`config.mk`:
```
export PLATFORM = sky130hd
export DESIGN_NAME = lswm_ctrl
export DESIGN_NICKNAME = d
export VERILOG_FILES = /design/src/hw/rtl/luma_sine_wave_modulator_macros.svh /design/src/hw/rtl/lswm_pkg.sv /design/src/hw/rtl/lswm_ctrl.sv
export SDC_FILE = /design/constraint.sdc
export NUM_CORES = 1
export LEC_CHECK = 0
export BUFFER_PORTS_ARGS = -buffer_cell sky130_fd_sc_hd__buf_4
export CAP_MARGIN = 20
export CELL_PAD_IN_SITES_DETAIL_PLACEMENT = 1
export CELL_PAD_IN_SITES_GLOBAL_PLACEMENT = 1
export CORE_UTILIZATION = 43
export CTS_CLUSTER_SIZE = 14
export DETAILED_ROUTE_END_ITERATION = 6
export PLACE_DENSITY = 0.8
export REMOVE_ABC_BUFFERS = 1
export SETUP_SLACK_MARGIN = 0.3
export SYNTH_ARGS = -nofsm -noshare
export SYNTH_HDL_FRONTEND = slang
export SYNTH_SLANG_ARGS = --single-unit
```
`constraint.sdc`:
```
create_clock -name clock -period 3.2 [get_ports clock]
set_input_delay 0.64 -clock clock [delete_from_list [all_inputs] [get_ports clock]]
set_output_delay 0.64 -clock clock [all_outputs]
set_load 0.005 [all_outputs]
```
`src/hw/rtl/luma_sine_wave_modulator_macros.svh`:
```
// assertion macros for the luma sine wave modulator
`ifndef LUMA_SINE_WAVE_MODULATOR_MACROS_SVH
`define LUMA_SINE_WAVE_MODULATOR_MACROS_SVH

// same-cycle implication on the block clock
`define LSWM_ASSERT_SAME(label, ante, cons, msg) \
   label: assert property (@(posedge clock) disable iff (reset) (ante) |-> (cons)) \
      else $error(msg);

// next-cycle implication on the block clock
`define LSWM_ASSERT_NEXT(label, ante, cons, msg) \
   label: assert property (@(posedge clock) disable iff (reset) (ante) |=> (cons)) \
      else $error(msg);

`endif

```
`src/hw/rtl/lswm_pkg.sv`:
```
// types, constants and sine table for the luma sine wave modulator
`timescale 1ns / 1ps
`default_nettype none
package lswm_pkg;

   localparam int PIX_W   = 8;
   localparam int DIM_W   = 13;
   localparam int ROW_W   = 12;
   localparam int Y_W     = 14;
   localparam int SPD_W   = 20;
   localparam int PH_W    = 32;
   localparam int TRIG_W  = 16;
   localparam int ACC_W   = 56;
   localparam int DIV_W   = 20;
   localparam int DVS_W   = 13;
   localparam int IDX_W   = 10;
   localparam int WAVE_W  = 17;
   localparam int REQ_W   = 48;
   localparam int CSR_IDX_W  = 3;
   localparam int CSR_DATA_W = 9;

   localparam logic [17:0] PHASE_K    = 18'd106807;
   localparam logic [16:0] ANG_RECIP  = 17'd93207;
   localparam logic [7:0]  LUMA_LO    = 8'd16;
   localparam logic [7:0]  LUMA_HI    = 8'd235;
   localparam longint      PI_Q30     = 64'sd3373259426;

   localparam logic CMD_FRAME = 1'b0;
   localparam logic CMD_PIXEL = 1'b1;

   localparam logic [CSR_IDX_W-1:0] CSR_FREQ_X    = 3'd0;
   localparam logic [CSR_IDX_W-1:0] CSR_FREQ_Y    = 3'd1;
   localparam logic [CSR_IDX_W-1:0] CSR_AMPLITUDE = 3'd2;
   localparam logic [CSR_IDX_W-1:0] CSR_MIN_SPEED = 3'd3;
   localparam logic [CSR_IDX_W-1:0] CSR_ANGLE_X   = 3'd4;
   localparam logic [CSR_IDX_W-1:0] CSR_ANGLE_Y   = 3'd5;
   localparam logic [CSR_IDX_W-1:0] CSR_BREAK     = 3'd6;

   typedef enum logic [4:0] {
      OP_NONE,
      OP_ACCEPT,
      OP_ANGLE,
      OP_MAX,
      OP_DIV_INIT,
      OP_DIV_STEP,
      OP_SPEED,
      OP_ROWSPD,
      OP_INC_A,
      OP_INC_B,
      OP_INC_W,
      OP_ROW_A,
      OP_ROW_B,
      OP_ROW_HI,
      OP_ROW_LO,
      OP_ROW_W,
      OP_PIX_A,
      OP_PIX_B
   } dp_op_type;

   typedef enum logic [4:0] {
      ST_IDLE,
      ST_ANGLE,
      ST_MAX,
      ST_DIV_INIT,
      ST_DIV,
      ST_SPEED,
      ST_ROWSPD,
      ST_INC_A,
      ST_INC_B,
      ST_INC_W,
      ST_ROW_A,
      ST_ROW_B,
      ST_ROW_HI,
      ST_ROW_LO,
      ST_ROW_W,
      ST_PIX_A,
      ST_PIX_B
   } ctl_state_type;

   typedef struct packed {
      dp_op_type op;
      logic      sel_x;
   } ctl_cmd_type;

   typedef struct packed {
      logic row_end;
      logic out_free;
   } dp_status_type;

   typedef logic [14:0] qtab_type [0:256];

   // shift-subtract quotient of two non-negative values, table build only
   function automatic longint div_pos(input longint num, input longint den);
      longint q;
      longint r;
      q = 0;
      r = 0;
      for (int b = 62; b >= 0; b--) begin
         r = (r <<< 1) | ((num >>> b) & 64'sd1);
         q = q <<< 1;
         if (r >= den) begin
            r = r - den;
            q = q | 64'sd1;
         end
      end
      return q;
   endfunction

   function automatic int quarter_sine(input int k);
      longint x;
      longint x2;
      longint term;
      longint sum;
      if (k == 0) return 0;
      if (k >= 256) return 16384;
      x = (PI_Q30 * longint'(k) + 64'sd256) >>> 9;
      x2 = (x * x) >>> 30;
      term = x;
      sum = x;
      for (int n = 1; n <= 10; n++) begin
         term = div_pos((term * x2) >>> 30, longint'((2 * n) * (2 * n + 1)));
         sum = ((n & 1) == 1) ? sum - term : sum + term;
      end
      if (sum < 0) sum = 0;
      return int'((sum * 64'sd16384) >>> 30);
   endfunction

   function automatic qtab_type build_qtab();
      qtab_type t;
      for (int k = 0; k <= 256; k++) begin
         t[k] = 15'(quarter_sine(k));
      end
      return t;
   endfunction

   localparam qtab_type QTAB = build_qtab();

   function automatic logic signed [TRIG_W-1:0] sine_q14(input logic [IDX_W-1:0] idx);
      logic [8:0]  ri;
      logic [14:0] mag;
      ri = idx[8] ? (9'd256 - {1'b0, idx[7:0]}) : {1'b0, idx[7:0]};
      mag = QTAB[ri];
      return idx[9] ? -$signed({1'b0, mag}) : $signed({1'b0, mag});
   endfunction

endpackage
`default_nettype wire

```
`src/hw/rtl/lswm_ctrl.sv`:
```
// sequencer for frame setup, row phase reload and pixel beats
`timescale 1ns / 1ps
`default_nettype none
module lswm_ctrl (
   input  wire logic                  clock,
   input  wire logic                  reset,
   input  wire logic                  req_tvalid,
   input  wire logic                  req_tuser,
   output logic                       req_tready,
   input  wire lswm_pkg::dp_status_type status,
   output lswm_pkg::ctl_cmd_type      cmd
);
   import lswm_pkg::*;

   ctl_state_type state_ff, state_in;
   logic          x_ff, x_in;
   logic [4:0]    cnt_ff, cnt_in;

   always_ff @(posedge clock) begin
      if (reset) begin
         state_ff <= ST_IDLE;
         x_ff     <= 1'b0;
         cnt_ff   <= '0;
      end else begin
         state_ff <= state_in;
         x_ff     <= x_in;
         cnt_ff   <= cnt_in;
      end
   end

   always_comb begin
      state_in   = state_ff;
      x_in       = x_ff;
      cnt_in     = cnt_ff;
      req_tready = 1'b0;
      cmd.op     = OP_NONE;
      cmd.sel_x  = x_ff;
      case (state_ff)
         ST_IDLE: begin
            req_tready = 1'b1;
            if (req_tvalid) begin
               cmd.op = OP_ACCEPT;
               if (req_tuser == CMD_FRAME) begin
                  x_in     = 1'b1;
                  state_in = ST_ANGLE;
               end else begin
                  state_in = ST_PIX_A;
               end
            end
         end
         ST_ANGLE: begin
            cmd.op = OP_ANGLE;
            x_in   = 1'b0;
            if (!x_ff) state_in = ST_MAX;
         end
         ST_MAX: begin
            cmd.op   = OP_MAX;
            state_in = ST_DIV_INIT;
         end
         ST_DIV_INIT: begin
            cmd.op   = OP_DIV_INIT;
            cnt_in   = '0;
            state_in = ST_DIV;
         end
         ST_DIV: begin
            cmd.op = OP_DIV_STEP;
            cnt_in = cnt_ff + 5'd1;
            if (cnt_ff == 5'(DIV_W - 1)) state_in = ST_SPEED;
         end
         ST_SPEED: begin
            cmd.op   = OP_SPEED;
            state_in = ST_ROWSPD;
         end
         ST_ROWSPD: begin
            cmd.op   = OP_ROWSPD;
            x_in     = 1'b0;
            state_in = ST_INC_A;
         end
         ST_INC_A: begin
            cmd.op   = OP_INC_A;
            state_in = ST_INC_B;
         end
         ST_INC_B: begin
            cmd.op   = OP_INC_B;
            state_in = ST_INC_W;
         end
         ST_INC_W: begin
            cmd.op = OP_INC_W;
            x_in   = !x_ff;
            state_in = x_ff ? ST_ROW_A : ST_INC_A;
         end
         ST_ROW_A: begin
            cmd.op   = OP_ROW_A;
            state_in = ST_ROW_B;
         end
         ST_ROW_B: begin
            cmd.op   = OP_ROW_B;
            state_in = ST_ROW_HI;
         end
         ST_ROW_HI: begin
            cmd.op   = OP_ROW_HI;
            state_in = ST_ROW_LO;
         end
         ST_ROW_LO: begin
            cmd.op   = OP_ROW_LO;
            state_in = ST_ROW_W;
         end
         ST_ROW_W: begin
            cmd.op = OP_ROW_W;
            x_in   = !x_ff;
            state_in = x_ff ? ST_IDLE : ST_ROW_A;
         end
         ST_PIX_A: begin
            cmd.op   = OP_PIX_A;
            state_in = ST_PIX_B;
         end
         ST_PIX_B: begin
            if (status.out_free) begin
               cmd.op = OP_PIX_B;
               if (status.row_end) begin
                  x_in     = 1'b0;
                  state_in = ST_ROW_A;
               end else begin
                  state_in = ST_IDLE;
               end
            end
         end
         default: begin
            state_in = ST_IDLE;
         end
      endcase
   end

endmodule
`default_nettype wire

```
# Word level (Yosys, flattened, before mapping)
# Cells that the tools add are included.
# classes
add_sub_neg	1
n_eq_ne	23
n_mux	19
reduce_logical	8
# ops
op	count
one-hot mux 5 bit (17 select lines)	2
equality test 5 x 4 -> 1 bit (second input constant)	8
2-to-1 mux 5 bit	5
equality test 5 x 3 -> 1 bit (second input constant)	4
2-to-1 mux 4 bit	4
!= test 2 bit (second input constant)	6
equality test 5 x 2 -> 1 bit (second input constant)	2
equality test 5 bit (second input constant)	2
one-hot mux 5 bit (2 select lines)	1
2-to-1 mux 1 bit	6
adder 5 x 1 -> 5 bit (second input constant)	1
equality test 5 x 1 -> 1 bit (second input constant)	1
zero test 5 bit	1
AND reduction 5 bit	1
one-hot mux 1 bit (4 select lines)	1
AND reduction 4 bit	1
nonzero test 4 bit	1
OR reduction 2 bit	2
nonzero test 2 bit	1
zero test 1 bit	1
# totals
ff_bits	11
input_bits	6
out_inout_bits	7
wordCells	54

# Longest topological paths before layout
# logic_depth
word_depth	4
mapped_depth	6

# Least setup slack after synthesis
# Ideal clock, no wire load.
# synth_path
kind	register to output
start	register state_ff[0]
end	output port cmd[4] in the netlist's numbering
arrival_time_ns	1.117
required_ns	2.560
setup_slack_ns	1.443
path_stages_with_launch	6
cell_sequence	dfxtp_1 -> buf_4 -> clkbuf_1 -> nand3_1 -> xor2_1 -> nor2_1
# synth_lines
element	line	rtl
start, declared	lswm_ctrl.sv:15	ctl_state_type state_ff, state_in;
start signal, assigned	lswm_ctrl.sv:25	state_ff <= state_in;
end, declared	lswm_ctrl.sv:11	output lswm_pkg::ctl_cmd_type cmd

==> impl_metrics.csv <==
group,metric,value,unit
outcome,outcome,"finished clean",
critical_path,crit_type,"reg -> out",
routing,routed_wirelength,2.32,mm
worst_hold_path,min_path_type,"reg -> reg",
cts,htree_levels,1,
logic_synthesis,synth_cell_types,40,
floorplan,die_x,47.1,um
placed_design,placed_area,931,sq um
timing,slew_viol_final,0,
critical_path,reg2reg_depth,4,
global_route,grt_pass1_wl,3.80,mm
routing,drc_errors,0,
cts,cts_hold_buf,0,
logic_synthesis,ys_warn_count,0,
floorplan,dieHeight,47.1,um
cts,cts_tree,"built",
logic_synthesis,seq_area_frac_synth,25.2,%
floorplan,start_util,48.0,%
cells_and_area,final_cell_mix,"nor2_1 (13), buf_4 (12), a21oi_1 (11), dfxtp_1 (11), o21ai_0 (8)",
routing,vias,873,
placed_design,dp_hpwl,1.60,mm
floorplan,fp.dieArea,0.00222,sq mm
cts,clk_path_buf_depth,2,
pwr,ir_drop,0.422,mV
global_route,grt_antenna_before_repair,0,
timing,rsz0062_at_grt,"no",
timing,finalCriticalPeriod,2410,ps
cells_and_area,final_common_cell,"nor2_1",
critical_path,critPathCaptureType,"primary output",
floorplan,coreArea,0.00182,sq mm
cells_and_area,fin_util,52.6,%
floorplan,io_pins,13,
routing,drtIter0Drc,9,
timing,relSlewSlack,53.6,%
critical_path,r2r_start,"state_ff[2]$_SDFFE_PP0P_",
routing,vias_per_cell,5.98,
critical_path,start_kind,"flip-flop",
worst_hold_path,holdPathEnd,"cnt_ff[4]$_SDFFE_PP0P_",
logic_synthesis,yosys.area.top_type,"dfxtp_1",
critical_path,path_max_fanout,17,
cells_and_area,area.growth.synth_to_final,9.60,%
pwr,leakagePower,0.329,nW
worst_hold_path,min-delay-start,"cnt_ff[4]$_SDFFE_PP0P_",
cts,insertion_delay,270,ps
logic_synthesis,async_flop_share,0,%
logic_synthesis,syn_inst,117,
timing,fin_crit_sh,75.2,%
timing,worst_pin_slew,696,ps
cells_and_area,postLayoutCellArea,957,sq um
logic_synthesis,synth-edff-count,0,
cells_and_area,diodes,0,
global_route,grtUsageTotal,24.0,%
cts,cts_buffers,3,
logic_synthesis,avgSynthCellArea,7.46,sq um
flow_run,max_cap_violations,0,
global_route,overflow,0,
logic_synthesis,synth.cell_area,873,sq um
global_route,grt_pass1_vias,833,
placed_design,io_buffers,12,
critical_path,cp.arrival,1770,ps
cts,cts_root_buf,"clkbuf_4",
cts,path_clk_slew,90,ps
logic_synthesis,yosys_register_bits,11,
logic_synthesis,synth_ff_type,"dfxtp_1",
critical_path,worstPathRequired,2560,ps
cells_and_area,drive_above_1_share,17.4,%
timing,hold_viol_final,0,
cts,cts_resized,0,
critical_path,rrSetupSlack,1220,ps
worst_hold_path,whs_path_depth,1,
timing,setup_violations,0,
cells_and_area,nets,129,
logic_synthesis,netlist_top_cells_area,"dfxtp_1 (25%), a21oi_1 (6.3%), nor2_1 (5.6%), o21ai_0 (4.6%), nor2b_1 (3.6%)",
logic_synthesis,synth_top_area_share,25.2,%
placed_design,gp_congestion,0.778,
routing,first_pass_iters,4,
pwr,power.density,902,mW/mm^2
cts,cts_setup_buffers,0,
critical_path,startpoint,"state_ff[4]$_SDFFE_PP0P_",
timing,whs,469,ps
routing,wire_per_inst,15.9,um
global_route,grt_max_degree,22,
timing,timing.setup.tns,0,ps
routing,antenna_left,0,
floorplan,fp-row-count,15,
timing,max_freq,416,MHz
timing,skew,12.7,ps
cts,cts_sinks,11,
critical_path,r2r_end,"cnt_ff[4]$_SDFFE_PP0P_",
==> logic make-up (layout without fill, tap and decap cells) <==
group | after synthesis | in the layout | synth area share (%)
simple gates | 48 | 48 | 30.2
compound gates | 38 | 38 | 29.4
buf+inv | 14 | 18 | 8.17
flops | 11 | 11 | 25.2
mux | 3 | 3 | 3.58
xor+xnor | 2 | 2 | 2.01
fa+ha+maj | 1 | 1 | 1.43
==> routing by layer <==
| metal | global-route usage (%) | routed length [um] | vias to the layer above |
|---|---|---|---|
| met5 | 0 | 0 | - |
| met4 | 5.14 | 14 | 0 |
| met3 | 3.46 | 63 | 2 |
| met2 | 38.9 | 1040 | 13 |
| met1 | 33.8 | 1210 | 414 |
| li1 | - | - | 444 |
==> registers in the layout, summed over array words and instances, names as in the netlist <==
register,count
state_ff,5
cnt_ff,5
x_ff,1
==> metrics by stage <==
step	setup WS, ps	total power [mW]	cells
2_1_floorplan	1430	0.581	105
3_3_place_gp	1180	0.742	142
3_5_place_dp	1120	0.760	142
4_1_cts	807	0.864	146
5_1_grt	581	0.930	146
6_report	795	0.863	146
==> worst max-delay path: stages, from the launching register on <==
cell and delay (ps):
dfxtp_1 710, mux2i_1 390, nand2_1 90, o21ai_0 90, nor2_1 60, buf_4 160
==> Yosys cell counts (2+ instances only) <==
master     count
nand2b_1       3
mux2i_1        2
buf_4          2
buf_1          2
nand3_1        4
a22oi_1        2
a221oi_1       2
nor3b_1        2
nand3b_1       3
a211oi_1       3
o21ai_0        8
nand2_1        7
a41oi_1        3
dfxtp_1       11
inv_1          2
a21oi_1       11
buf_2          3
clkbuf_1       4
or3_1          2
nor2_1        13
nor2b_1        5
nor3_1         2
o2bb2ai_1      2
nor4_1         3
==> cell type report <==
type	instances	area (sq um)
Fill cell	241	863
Multi-Input combinational cell	92	582
Sequential cell	11	220
Timing Repair Buffer	12	90.1
Tap cell	25	31.3
Clock buffer	4	26.3
Inverter	2	7.51
==> worst max-delay path by stage <==
stage,to,slack (ps)
after floorplan,req_tready,1430
after global placement,cmd[5],1180
after detailed placement,cmd[1],1120
after CTS,cmd[1],810
after global routing,cmd[1],580
final,cmd[1],790
==> report_power, final <==
group | leakage (nW) | switching [mW] | total [mW] | internal [mW]
clock network | 0.0150 | 0.0496 | 0.0977 | 0.0481
registers | 0.0896 | 0.130 | 0.299 | 0.169
logic | 0.225 | 0.223 | 0.466 | 0.243
No activity file was read; power rests on OpenSTA's default activity.
